==> src/hw/rtl/hmcd_pkg.sv <==
// Package for the HTTP message completion detector.
// Holds the word and result types, parser state encodings and character constants.
// No dependencies.
package hmcd_pkg;

    // Default width of every length, sum and byte counter in the parser.
    localparam int unsigned LENGTH_BITS_DEFAULT = 32;

    // Width of the reported body length field.
    localparam int unsigned BODY_LENGTH_W = 32;

    // Character codes used by the matchers.
    localparam logic [7:0] CHAR_CR    = 8'h0d;
    localparam logic [7:0] CHAR_LF    = 8'h0a;
    localparam logic [7:0] CHAR_SPACE = 8'h20;
    localparam logic [7:0] CHAR_ZERO  = 8'h30;
    localparam logic [7:0] CHAR_NINE  = 8'h39;
    localparam logic [7:0] CHAR_UPPER_C = 8'h43;

    // Index of the last character of the "Content-Length:" token.
    localparam logic [3:0] TOKEN_LAST = 4'd14;

    // Codes reported on the coding field.
    localparam logic [1:0] CODING_NONE    = 2'd0;
    localparam logic [1:0] CODING_LENGTH  = 2'd1;
    localparam logic [1:0] CODING_CHUNKED = 2'd2;

    // Message phase.
    typedef enum logic [1:0] {
        PH_HEADER,
        PH_LENGTH,
        PH_SIZE_LINE,
        PH_CHUNK_DATA
    } phase_t;

    // Content-Length value parser.
    typedef enum logic [1:0] {
        LP_NOT_FOUND,
        LP_SPACES,
        LP_DIGITS,
        LP_DONE
    } lp_state_t;

    // Chunk size line parser.
    typedef enum logic [1:0] {
        HX_SPACES,
        HX_DIGITS,
        HX_IGNORE
    } hx_state_t;

    // One input word.
    typedef struct packed {
        logic [7:0] data_byte;
        logic       msg_start;
    } hmcd_word_t;

    // One result word.
    typedef struct packed {
        logic                     complete;
        logic [1:0]               coding;
        logic [BODY_LENGTH_W-1:0] body_length;
    } hmcd_result_t;

    // Decoded hex digit.
    typedef struct packed {
        logic       valid;
        logic [3:0] value;
    } hex_digit_t;

    // Character of the "Content-Length:" token at a given position.
    function automatic logic [7:0] token_char(input logic [3:0] idx);
        logic [7:0] ch;
        case (idx)
            4'd0:    ch = 8'h43; // C
            4'd1:    ch = 8'h6f; // o
            4'd2:    ch = 8'h6e; // n
            4'd3:    ch = 8'h74; // t
            4'd4:    ch = 8'h65; // e
            4'd5:    ch = 8'h6e; // n
            4'd6:    ch = 8'h74; // t
            4'd7:    ch = 8'h2d; // -
            4'd8:    ch = 8'h4c; // L
            4'd9:    ch = 8'h65; // e
            4'd10:   ch = 8'h6e; // n
            4'd11:   ch = 8'h67; // g
            4'd12:   ch = 8'h74; // t
            4'd13:   ch = 8'h68; // h
            4'd14:   ch = 8'h3a; // :
            default: ch = 8'h00;
        endcase
        return ch;
    endfunction

    // Hex digit decode, either letter case.
    function automatic hex_digit_t hex_decode(input logic [7:0] c);
        hex_digit_t h;
        h.valid = 1'b0;
        h.value = 4'd0;
        if (c >= 8'h30 && c <= 8'h39) begin
            h.valid = 1'b1;
            h.value = c[3:0];
        end else if ((c >= 8'h61 && c <= 8'h66) || (c >= 8'h41 && c <= 8'h46)) begin
            h.valid = 1'b1;
            h.value = c[3:0] + 4'd9;
        end
        return h;
    endfunction

endpackage

==> src/hw/rtl/hmcd_parser.sv <==
// Framing parser state and per-byte update for the HTTP message completion detector.
// Depends on hmcd_pkg for types, encodings and character constants.
module hmcd_parser #(
    parameter int unsigned LENGTH_BITS = hmcd_pkg::LENGTH_BITS_DEFAULT
) (
    input  logic                  clk,
    input  logic                  rst_n,
    input  logic                  fire,
    input  hmcd_pkg::hmcd_word_t  word,
    output hmcd_pkg::hmcd_result_t result
);

    localparam int unsigned LB = LENGTH_BITS;
    localparam logic [LB-1:0] LEN_MAX = {LB{1'b1}};
    localparam int unsigned BODY_PAD = hmcd_pkg::BODY_LENGTH_W;

    // State registers.
    hmcd_pkg::phase_t    phase_reg, phase_next;
    logic [2:0]          hem_reg, hem_next;
    logic [3:0]          token_reg, token_next;
    hmcd_pkg::lp_state_t lp_reg, lp_next;
    logic [LB-1:0]       declared_reg, declared_next;
    logic [LB-1:0]       body_count_reg, body_count_next;
    logic [LB-1:0]       acc_reg, acc_next;
    hmcd_pkg::hx_state_t hx_reg, hx_next;
    logic                prev_cr_reg, prev_cr_next;
    logic [LB-1:0]       remaining_reg, remaining_next;
    logic [LB-1:0]       data_sum_reg, data_sum_next;
    logic                done_reg, done_next;

    // Arithmetic helpers.
    logic [7:0]          c;
    logic [LB+3:0]       dec_ext;
    logic [LB+3:0]       hex_ext;
    logic [LB:0]         count_inc;
    logic [LB:0]         sum_add;
    logic [LB:0]         rem_add;
    hmcd_pkg::hex_digit_t hd;
    logic [LB+BODY_PAD-1:0] len_ext;

    assign c  = word.data_byte;
    assign hd = hmcd_pkg::hex_decode(c);

    // Next-state logic for one accepted byte.
    always_comb
    begin
        // A start-of-message word sees the reset state.
        if (word.msg_start)
        begin
            phase_next      = hmcd_pkg::PH_HEADER;
            hem_next        = 3'd0;
            token_next      = 4'd0;
            lp_next         = hmcd_pkg::LP_NOT_FOUND;
            declared_next   = '0;
            body_count_next = '0;
            acc_next        = '0;
            hx_next         = hmcd_pkg::HX_SPACES;
            prev_cr_next    = 1'b0;
            remaining_next  = '0;
            data_sum_next   = '0;
            done_next       = 1'b0;
        end
        else
        begin
            phase_next      = phase_reg;
            hem_next        = hem_reg;
            token_next      = token_reg;
            lp_next         = lp_reg;
            declared_next   = declared_reg;
            body_count_next = body_count_reg;
            acc_next        = acc_reg;
            hx_next         = hx_reg;
            prev_cr_next    = prev_cr_reg;
            remaining_next  = remaining_reg;
            data_sum_next   = data_sum_reg;
            done_next       = done_reg;
        end

        dec_ext   = ({4'b0, declared_next} << 3) + ({4'b0, declared_next} << 1)
                    + {{LB{1'b0}}, c[3:0]};
        hex_ext   = {acc_next, hd.value};
        count_inc = {1'b0, body_count_next} + {{LB{1'b0}}, 1'b1};
        sum_add   = '0;
        rem_add   = '0;

        if (!done_next)
        begin
            case (phase_next)
                hmcd_pkg::PH_HEADER:
                begin
                    // Content-Length token and value, first match only.
                    case (lp_next)
                        hmcd_pkg::LP_NOT_FOUND:
                        begin
                            if (c == hmcd_pkg::token_char(token_next))
                                token_next = token_next + 4'd1;
                            else
                                token_next = (c == hmcd_pkg::CHAR_UPPER_C) ? 4'd1 : 4'd0;
                            if (token_next > hmcd_pkg::TOKEN_LAST)
                            begin
                                token_next    = 4'd15;
                                lp_next       = hmcd_pkg::LP_SPACES;
                                declared_next = '0;
                            end
                        end
                        hmcd_pkg::LP_SPACES:
                        begin
                            if (c >= hmcd_pkg::CHAR_ZERO && c <= hmcd_pkg::CHAR_NINE)
                            begin
                                declared_next = {{(LB-4){1'b0}}, c[3:0]};
                                lp_next       = hmcd_pkg::LP_DIGITS;
                            end
                            else if (c != hmcd_pkg::CHAR_SPACE)
                                lp_next = hmcd_pkg::LP_DONE;
                        end
                        hmcd_pkg::LP_DIGITS:
                        begin
                            if (c >= hmcd_pkg::CHAR_ZERO && c <= hmcd_pkg::CHAR_NINE)
                            begin
                                if (dec_ext[LB+3:LB] != 4'd0)
                                    declared_next = LEN_MAX;
                                else
                                    declared_next = dec_ext[LB-1:0];
                            end
                            else
                                lp_next = hmcd_pkg::LP_DONE;
                        end
                        default:
                        begin
                        end
                    endcase

                    // CR LF CR LF matcher.
                    if (hem_next == 3'd0 || hem_next == 3'd2)
                        hem_next = (c == hmcd_pkg::CHAR_CR) ? hem_next + 3'd1 : 3'd0;
                    else if (c == hmcd_pkg::CHAR_LF)
                        hem_next = hem_next + 3'd1;
                    else
                        hem_next = (c == hmcd_pkg::CHAR_CR) ? 3'd1 : 3'd0;

                    // End of header selects the body coding.
                    if (hem_next == 3'd4)
                    begin
                        hem_next = 3'd0;
                        if (lp_next != hmcd_pkg::LP_NOT_FOUND)
                        begin
                            phase_next      = hmcd_pkg::PH_LENGTH;
                            body_count_next = '0;
                            if (declared_next == '0)
                                done_next = 1'b1;
                        end
                        else
                        begin
                            phase_next   = hmcd_pkg::PH_SIZE_LINE;
                            acc_next     = '0;
                            hx_next      = hmcd_pkg::HX_SPACES;
                            prev_cr_next = 1'b0;
                        end
                    end
                end
                hmcd_pkg::PH_LENGTH:
                begin
                    // Count body bytes against the declared length.
                    body_count_next = count_inc[LB] ? LEN_MAX : count_inc[LB-1:0];
                    if (body_count_next >= declared_next)
                        done_next = 1'b1;
                end
                hmcd_pkg::PH_SIZE_LINE:
                begin
                    // Hex size with leading spaces and ignored extensions.
                    case (hx_next)
                        hmcd_pkg::HX_SPACES:
                        begin
                            if (hd.valid)
                            begin
                                acc_next = {{(LB-4){1'b0}}, hd.value};
                                hx_next  = hmcd_pkg::HX_DIGITS;
                            end
                            else if (c != hmcd_pkg::CHAR_SPACE)
                                hx_next = hmcd_pkg::HX_IGNORE;
                        end
                        hmcd_pkg::HX_DIGITS:
                        begin
                            if (hd.valid)
                            begin
                                if (hex_ext[LB+3:LB] != 4'd0)
                                    acc_next = LEN_MAX;
                                else
                                    acc_next = hex_ext[LB-1:0];
                            end
                            else
                                hx_next = hmcd_pkg::HX_IGNORE;
                        end
                        default:
                        begin
                        end
                    endcase

                    // CR LF closes the size line.
                    sum_add = {1'b0, data_sum_next} + {1'b0, acc_next};
                    rem_add = {1'b0, acc_next} + {{(LB-1){1'b0}}, 2'd2};
                    if (c == hmcd_pkg::CHAR_LF && prev_cr_next)
                    begin
                        data_sum_next = sum_add[LB] ? LEN_MAX : sum_add[LB-1:0];
                        if (acc_next == '0)
                            done_next = 1'b1;
                        else
                        begin
                            remaining_next = rem_add[LB] ? LEN_MAX : rem_add[LB-1:0];
                            phase_next     = hmcd_pkg::PH_CHUNK_DATA;
                        end
                        prev_cr_next = 1'b0;
                    end
                    else
                        prev_cr_next = (c == hmcd_pkg::CHAR_CR);
                end
                default:
                begin
                    // Skip chunk data and its trailing CR LF.
                    if (remaining_next != '0)
                        remaining_next = remaining_next - {{(LB-1){1'b0}}, 1'b1};
                    if (remaining_next == '0)
                    begin
                        phase_next   = hmcd_pkg::PH_SIZE_LINE;
                        acc_next     = '0;
                        hx_next      = hmcd_pkg::HX_SPACES;
                        prev_cr_next = 1'b0;
                    end
                end
            endcase
        end
    end

    // Result for the byte, taken from the updated state.
    always_comb
    begin
        result.complete = done_next;
        len_ext         = '0;
        case (phase_next)
            hmcd_pkg::PH_HEADER:
            begin
                result.coding = hmcd_pkg::CODING_NONE;
            end
            hmcd_pkg::PH_LENGTH:
            begin
                result.coding = hmcd_pkg::CODING_LENGTH;
                len_ext       = {{BODY_PAD{1'b0}}, declared_next};
            end
            default:
            begin
                result.coding = hmcd_pkg::CODING_CHUNKED;
                len_ext       = {{BODY_PAD{1'b0}}, data_sum_next};
            end
        endcase
        result.body_length = len_ext[BODY_PAD-1:0];
    end

    // State update on each byte taken by the result stage.
    always_ff @(posedge clk or negedge rst_n)
    begin
        if (!rst_n)
        begin
            phase_reg      <= hmcd_pkg::PH_HEADER;
            hem_reg        <= 3'd0;
            token_reg      <= 4'd0;
            lp_reg         <= hmcd_pkg::LP_NOT_FOUND;
            declared_reg   <= '0;
            body_count_reg <= '0;
            acc_reg        <= '0;
            hx_reg         <= hmcd_pkg::HX_SPACES;
            prev_cr_reg    <= 1'b0;
            remaining_reg  <= '0;
            data_sum_reg   <= '0;
            done_reg       <= 1'b0;
        end
        else if (fire)
        begin
            phase_reg      <= phase_next;
            hem_reg        <= hem_next;
            token_reg      <= token_next;
            lp_reg         <= lp_next;
            declared_reg   <= declared_next;
            body_count_reg <= body_count_next;
            acc_reg        <= acc_next;
            hx_reg         <= hx_next;
            prev_cr_reg    <= prev_cr_next;
            remaining_reg  <= remaining_next;
            data_sum_reg   <= data_sum_next;
            done_reg       <= done_next;
        end
    end

endmodule

==> src/hw/rtl/http_message_completion_detector_core.sv <==
// Top level of the HTTP message completion detector: input word register,
// framing parser and result register. Depends on hmcd_pkg and hmcd_parser.
//
// Usage:
//   The block takes an HTTP/1.1 message one byte per word on the data channel
//   (data_valid, data_ready, data_byte, msg_start) and returns one result word
//   per byte on the result channel (result_valid, result_ready, complete,
//   coding, body_length). Set msg_start on the first byte of every message;
//   it clears the parser before that byte is taken.
//   Path: an accepted byte waits in the input register; its parser update is
//   then loaded into the result register, from which the result word leaves.
//   Throughput: one byte per cycle unless result_ready stalls the result register;
//   the combinational parser update sits between the input and result registers.
//   Stalls: while result_ready is low the result register holds its word and
//   the input register can still take one more byte; data_ready drops only
//   when both registers are full.
//   Reset: rst_n clears both valid flags and puts the parser in the header
//   phase, as if a msg_start byte were due.
module http_message_completion_detector_core #(
    parameter int unsigned LENGTH_BITS = hmcd_pkg::LENGTH_BITS_DEFAULT
) (
    input  logic        clk,
    input  logic        rst_n,
    input  logic        data_valid,
    output logic        data_ready,
    input  logic [7:0]  data_byte,
    input  logic        msg_start,
    output logic        result_valid,
    input  logic        result_ready,
    output logic        complete,
    output logic [1:0]  coding,
    output logic [31:0] body_length
);

    logic                   in_valid_reg, in_valid_next;
    hmcd_pkg::hmcd_word_t   in_word_reg;
    logic                   res_valid_reg, res_valid_next;
    hmcd_pkg::hmcd_result_t res_reg;
    hmcd_pkg::hmcd_result_t parser_result;
    logic                   data_accept;
    logic                   res_load;

    // Handshake between the two stages.
    assign res_load      = in_valid_reg && (!res_valid_reg || result_ready);
    assign data_ready    = !in_valid_reg || res_load;
    assign data_accept   = data_valid && data_ready;
    assign in_valid_next = data_accept || (in_valid_reg && !res_load);
    assign res_valid_next = res_load || (res_valid_reg && !result_ready);

    // Input word register.
    always_ff @(posedge clk or negedge rst_n)
    begin
        if (!rst_n)
            in_valid_reg <= 1'b0;
        else
            in_valid_reg <= in_valid_next;
    end

    always_ff @(posedge clk)
    begin
        if (data_accept)
        begin
            in_word_reg.data_byte <= data_byte;
            in_word_reg.msg_start <= msg_start;
        end
    end

    // Framing parser, updated as its word moves into the result register.
    hmcd_parser #(
        .LENGTH_BITS (LENGTH_BITS)
    ) u_parser (
        .clk    (clk),
        .rst_n  (rst_n),
        .fire   (res_load),
        .word   (in_word_reg),
        .result (parser_result)
    );

    // Result register.
    always_ff @(posedge clk or negedge rst_n)
    begin
        if (!rst_n)
            res_valid_reg <= 1'b0;
        else
            res_valid_reg <= res_valid_next;
    end

    always_ff @(posedge clk)
    begin
        if (res_load)
            res_reg <= parser_result;
    end

    assign result_valid = res_valid_reg;
    assign complete     = res_reg.complete;
    assign coding       = res_reg.coding;
    assign body_length  = res_reg.body_length;

    // A delivered word never carries the unused coding.
    assert property (@(posedge clk) disable iff (!rst_n)
        result_valid |-> (coding == hmcd_pkg::CODING_NONE
                          || coding == hmcd_pkg::CODING_LENGTH
                          || coding == hmcd_pkg::CODING_CHUNKED))
        else $error("result word carries an undefined coding");

    // While the header is still open no body length is reported.
    assert property (@(posedge clk) disable iff (!rst_n)
        result_valid && coding == hmcd_pkg::CODING_NONE |-> body_length == 32'd0)
        else $error("body length reported before the header ended");

    // With both registers full and the receiver stalled, input is held off.
    assert property (@(posedge clk) disable iff (!rst_n)
        result_valid && !result_ready && in_valid_reg |-> !data_ready)
        else $error("input accepted with both stages full");

    // A finished message stays finished until the next start byte.
    assert property (@(posedge clk) disable iff (!rst_n)
        res_load && res_valid_reg && res_reg.complete && !in_word_reg.msg_start
        |-> parser_result.complete)
        else $error("completion dropped without a start byte");

endmodule
==> config.mk <==
export PLATFORM = sky130hd
export DESIGN_NAME = http_message_completion_detector_core
export DESIGN_NICKNAME = d
export VERILOG_FILES = /design/src/hw/rtl/hmcd_pkg.sv /design/src/hw/rtl/hmcd_parser.sv /design/src/hw/rtl/http_message_completion_detector_core.sv
export SDC_FILE = /design/constraint.sdc
export NUM_CORES = 1
export LEC_CHECK = 0
export BUFFER_PORTS_ARGS = -buffer_cell sky130_fd_sc_hd__buf_2
export CAP_MARGIN = 20
export CORE_AREA = 2 2 245 247
export DETAILED_ROUTE_END_ITERATION = 8
export DIE_AREA = 0 0 247 249
export PLACE_DENSITY = 0.5
export SETUP_SLACK_MARGIN = 0.1
export SLEW_MARGIN = 20
export SYNTH_ARGS = -nofsm -noshare
export SYNTH_HDL_FRONTEND = slang
export SYNTH_HIERARCHICAL = 1
export SYNTH_SLANG_ARGS = --single-unit
export TNS_END_PERCENT = 10
==> constraint.sdc <==
create_clock -name clk -period 6.8 [get_ports clk]
set_input_delay 0.68 -clock clk [delete_from_list [all_inputs] [get_ports clk]]
set_output_delay 0.68 -clock clk [all_outputs]
set_load 0.02 [all_outputs]
# After elaboration in Yosys (flattened, before gate mapping)
# Memory sizes are Yosys's and may differ from the RTL's.
# Index checks and enable logic that the tools add are counted.
# op_classes
n_eq_ne	13
order_cmp	8
n_reduce_logical	32
n_mux	113
n_addsub	9
# ops
cell	n
32-bit 2-to-1 mux	37
32-bit case mux with 2 select lines	4
32-bit case mux with 3 select lines	2
32-bit zero test	3
2-bit 2-to-1 mux	24
35-bit by 33-bit adder with 36-bit output	1
36-bit by 4-bit adder with 36-bit output	1
4-bit 2-to-1 mux	9
32-bit by 1-bit adder with 33-bit output, second input constant	1
32-bit by 2-bit adder with 33-bit output, second input constant	1
32-bit by 32-bit adder with 33-bit output	1
32-bit >= comparator	1
32-bit nonzero test	1
32-bit by 1-bit subtractor with 32-bit output, second input constant	1
3-bit 2-to-1 mux	9
8-bit 2-to-1 mux	3
2-bit case mux with 3 select lines	3
8-bit by 4-bit == test with 1-bit output, second input constant	2
8-bit by 7-bit >= comparator with 1-bit output, second input constant	2
8-bit by 7-bit less-or-equal comparator with 1-bit output, second input constant	2
1-bit 2-to-1 mux	16
5-bit 2-to-1 mux	2
2-bit by 1-bit == test with 1-bit output, second input constant	4
8-bit by 7-bit == test with 1-bit output, second input constant	1
22 further kinds	44
# word_totals
elab_cells	195
romBits	112
n_memories	1
ff_bits	221
# mem_list
name	words	width	read_ports	rd_ports_with_merged_regs	wr	line_no	source
(name not given)	16	7	1	0	0	hmcd_pkg.sv:73	case (idx)

# Longest topological paths before layout
# logic_depth
word_depth	22
mapped_depth	31

# Modules after synthesis
# Netlist, hierarchy kept.
# by_module_without_submodules
mod	cells_per_inst	instances	seq_area_each_um2	area_each_um2
hmcd_parser	2501	1	4379.2	18987.0
http_message_completion_detector_core	52	1	1371.3	1425.1

# Worst setup path after synthesis
# OpenSTA, ideal clock, no wires.
# synth_path
path_type	reg-to-reg
from	register in_word_reg[0] (netlist bit)
to	register res_reg, in the netlist complete (data pin)
stages_incl_launch_ff	30
n_path_buf	10
required_time_ns	6.675
period_less_slack_ns	5.919
t_arrival_ns	5.794
path_slack_ns	0.881
cell_sequence	edfxtp_1 buf_6 inv_1 clkbuf_1 buf_2 clkbuf_1 buf_2 buf_1 clkbuf_1 clkbuf_1 nand2_1 inv_1 ha_1 ha_1 inv_1 fa_1 nor2b_1 o31a_1 o221a_2 o2111ai_1 a211o_1 a31o_2 o311ai_2 or2_1 buf_2 a221oi_1 nor4b_1 nand4_1 o21ai_1 buf_4
# synth_via
elab_chain_len	21
word_cells_on_any_way	78
cone_classes	5 x add/sub; 2 x order compare; 8 x eq/ne; 51 x mux; 11 x reduce/logical; 1 x memory
# synth_lines
item	line_no	source
start, declared	http_message_completion_detector_core.sv:36	hmcd_pkg::hmcd_word_t in_word_reg;
parallel branches: the longest is 20 deep, another holds 35-bit by 33-bit adder with 36-bit output	-	
1-bit 2-to-1 mux *	hmcd_parser.sv:86	if (!done_next)
via u_parser.done_next	hmcd_parser.sv:29	logic done_reg, done_next;
end signal, assigned	http_message_completion_detector_core.sv:91	res_reg <= parser_result;
end, declared	http_message_completion_detector_core.sv:38	hmcd_pkg::hmcd_result_t res_reg;
# Mark *: on every way through the listed nets, which the timed path passes. The select of a mux whose other input is x is not followed.
# A chain may end at the register's enable or synchronous reset.

==> metrics.cfg <==
[sta]
fin_setup_tns_ps=0
max_freq_mhz=160
fin_crit_sh=0.919
fin_worst_skew_ps=39.3
relSlewSlack=0.224
finalMaxSlewViolations=0
finalSetupViolations=0
final_hold_viol_count=0
rsz0062_at_grt=true
timing.final.crit_period_ps=6250
tightest_slew_ps=1140

[cts]
hold_buffers=0
post_cts_buffers=0
clk_pin_slew_worst_paths_ps=60
insertion_delay_ps=610
clock_path_buffers=3
numClockSinks=221
cts_buffers=30
cts_root_buffer=clkbuf_16
h-tree-depth=1
tritoncts=yes

[place]
dp_hpwl_mm=58.2
dpl-instance-area_um2=21500
port_buffers=49
gp_congestion=0.923

[route]
drt-pass1-iter-count=6
drt_first_iter_violations=1800
wl_mm=78.6
vias=20364
ant_nets=0
wl_per_cell_um=23.5
remaining_drc_errors=0
via_per_inst=6.09

[floorplan]
core-area_um2=58700
start_util=0.348
die_y_um=249
dieArea_um2=61500
rows=89
io_pins=50
die_w_um=247

[synth]
syn_inst=2553
yosysMostFrequentCell=a21oi_1
synth_compound_area_frac=0.306
ys_async_sr_fraction=0.801
yosys_register_bits=221
syn_area_um2=20400
ys_types=106
synth-simple-area-share=0.205
yosys.area.top_type=dfrtp_1
yosysTopAreaCellShare=0.217
synthXorXnorAreaFrac=0.0493
yosys_warnings=6
synth_nets=2709
synthFlopType=dfrtp_1
synth_mux_area_frac=0.0186
yosys.area_share.adder=0.0884
ys_top_cells_by_area=dfrtp_1 22%, ha_1 8.6%, edfxtp_1 6.5%, a21oi_1 6.2%, o21ai_0 5.2%
synth_edf_count=44
syn_avg_cell_area_um2=8.00
seq_area_frac_synth=0.282
synth_top_family_by_area=compound AO/OA/AOI/OAI gates
ys_top_cells_by_count=254 x a21oi_1, 245 x nand2_1, 213 x o21ai_0

[setup_path]
rr_startpoint=in_word_reg[2]
cpPeakStageDelay_ps=560
critPathBufInv=2
r2r_cells=23
slowest_stage=edfxtp_1
crit_path_start_kind=register
crit_type=reg -> reg
worstPathCellList=inv_1, ha_1, o21bai_1, a21oi_2, a21o_4, and3_1, nor2b_1, nor3_1, ha_1, inv_1, fa_1, nand2b_1, a21boi_0, o21ai_0, a21oi_1, a221o_1, a31oi_1, a21oi_1, o22ai_1, xnor2_1, o22ai_1, o21ai_0, a22o_1
worstSetupEndpointType=register
path_max_fanout=23
r2r_slack_ps=550
crit_required_ps=7140
rr_endpoint=body_length[26]
cp_top_family=compound AO/OA/AOI/OAI gates
worstPathArrival_ps=6580

[pwr]
leakage_uw=0.00978
vdd_drop_max_uv=180
finalPower_uw=5460
powerDensity_nw_per_um2=242

[run]
drv_cap=0

[run_status]
outcome=finished, final reports clean

[finish]
stdcell_area_um2=22600
seqCellArea_um2=5750
nFillCells=6103
drive_gt1_frac=0.0996
multi_input_area_um2=13600
nNetsFinal=2703
area_delta_synth_final_pct=10.6
antenna_cells=0

[global_route]
grt_max_degree=136
grt_pass1_wl_mm=120
antenna_found_initial=0
grt_pass1_vias=19136
grt_usage=0.248
grt-ovfl-total=0

[min_path]
hp-class=in -> async

## metal layers
layer | up-vias | GRT usage | wire (um)
met5 | - | 0 | 0
met4 | 0 | 0.0762 | 2660
met3 | 135 | 0.0255 | 4480
met2 | 750 | 0.400 | 36200
met1 | 9965 | 0.346 | 35300
li1 | 9514 | - | -
## cells in the final DEF, fill, tap and decap left out, drive strengths merged, types with 20 or more instances in the layout
cell type | synthesis | routed
a21oi | 262 | 262
nand2 | 246 | 246
o21ai | 227 | 227
nor2 | 213 | 213
dfrtp | 177 | 177
ha | 141 | 141
buf | 46 | 116
inv | 97 | 100
a22o | 84 | 84
nor3 | 64 | 64
xnor2 | 61 | 61
nor2b | 60 | 60
nand3 | 58 | 58
xor2 | 54 | 54
a21o | 51 | 51
edfxtp | 44 | 44
o22ai | 35 | 35
clkbuf | 109 | 33
nor4 | 32 | 32
a211oi | 29 | 29
nand4 | 27 | 27
o211ai | 26 | 26
a31oi | 25 | 25
and2 | 25 | 25
o21a | 24 | 24
and3 | 22 | 22
nand2b | 21 | 21
mux2i | 21 | 21
or3 | 20 | 20
## cell families (layout without fill, tap and decap cells)
| kind of cell | Yosys count | after routing |
|---|---|---|
| muxes | 36 | 36 |
| xor gates and xnor gates | 115 | 115 |
| DFF | 221 | 221 |
| AOI/OAI and AO/OA | 944 | 944 |
| and+or+nand+nor | 840 | 840 |
| buffers and inverters | 254 | 272 |
| adders and majority gates | 143 | 143 |
## what timing repair did
action | in CTS | in global routing
endpoints found under the hold margin | 0 | 0
gates resized for setup | 0 | 1
setup endpoints to repair | 0 | 11
## metrics by stage
stage               setup slack (ps)   util  cells  hold slack (ps)
floorplan                        881      -   2553              384
global placement                 642  0.367   3288              454
detailed placement               595  0.367   3288              463
CTS                              594  0.385   3344              241
global route                    16.3  0.385   3344              275
finish                           554  0.385   3344              206
## power breakdown
group	switching, uW	internal (uW)	total, uW
Clock	693	1020	1720
Combinational	1400	688	2080
Sequential	176	1490	1660
## worst register-to-register path: stages, from the launching register on
cell and delay, ps:
edfxtp_1 560, inv_1 150, ha_1 260, o21bai_1 230, a21oi_2 150, a21o_4 300, and3_1 250, nor2b_1 140
nor3_1 420, ha_1 270, inv_1 60, fa_1 400, nand2b_1 160, a21boi_0 190, o21ai_0 230, a21oi_1 270
a221o_1 340, a31oi_1 170, a21oi_1 340, o22ai_1 240, xnor2_1 180, o22ai_1 180, o21ai_0 210, a22o_1 290
## final cells by class
| type | count | share of cell area |
|---|---|---|
| well taps | 773 | 0.0428 |
| repair buffers | 117 | 0.0344 |
| inverters | 99 | 0.0165 |
| clock buffers | 32 | 0.0345 |
| clock inverters | 24 | 0.0125 |
| multi-input cells | 2078 | 0.605 |
| flip-flops and latches | 221 | 0.255 |
## worst max path at each step
stage	from	to	slack, ps	cells past startpoint
2_1_floorplan	in_word_reg[0]	complete	880	29
5_1_grt	in_word_reg[2]	body_length[6]	20	24
4_1_cts	in_word_reg[2]	body_length[24]	590	23
3_3_place_gp	in_word_reg[2]	body_length[24]	640	23
6_report	in_word_reg[2]	body_length[26]	550	23
3_5_place_dp	in_word_reg[2]	body_length[24]	600	20
(Power assumes the default switching activity.)
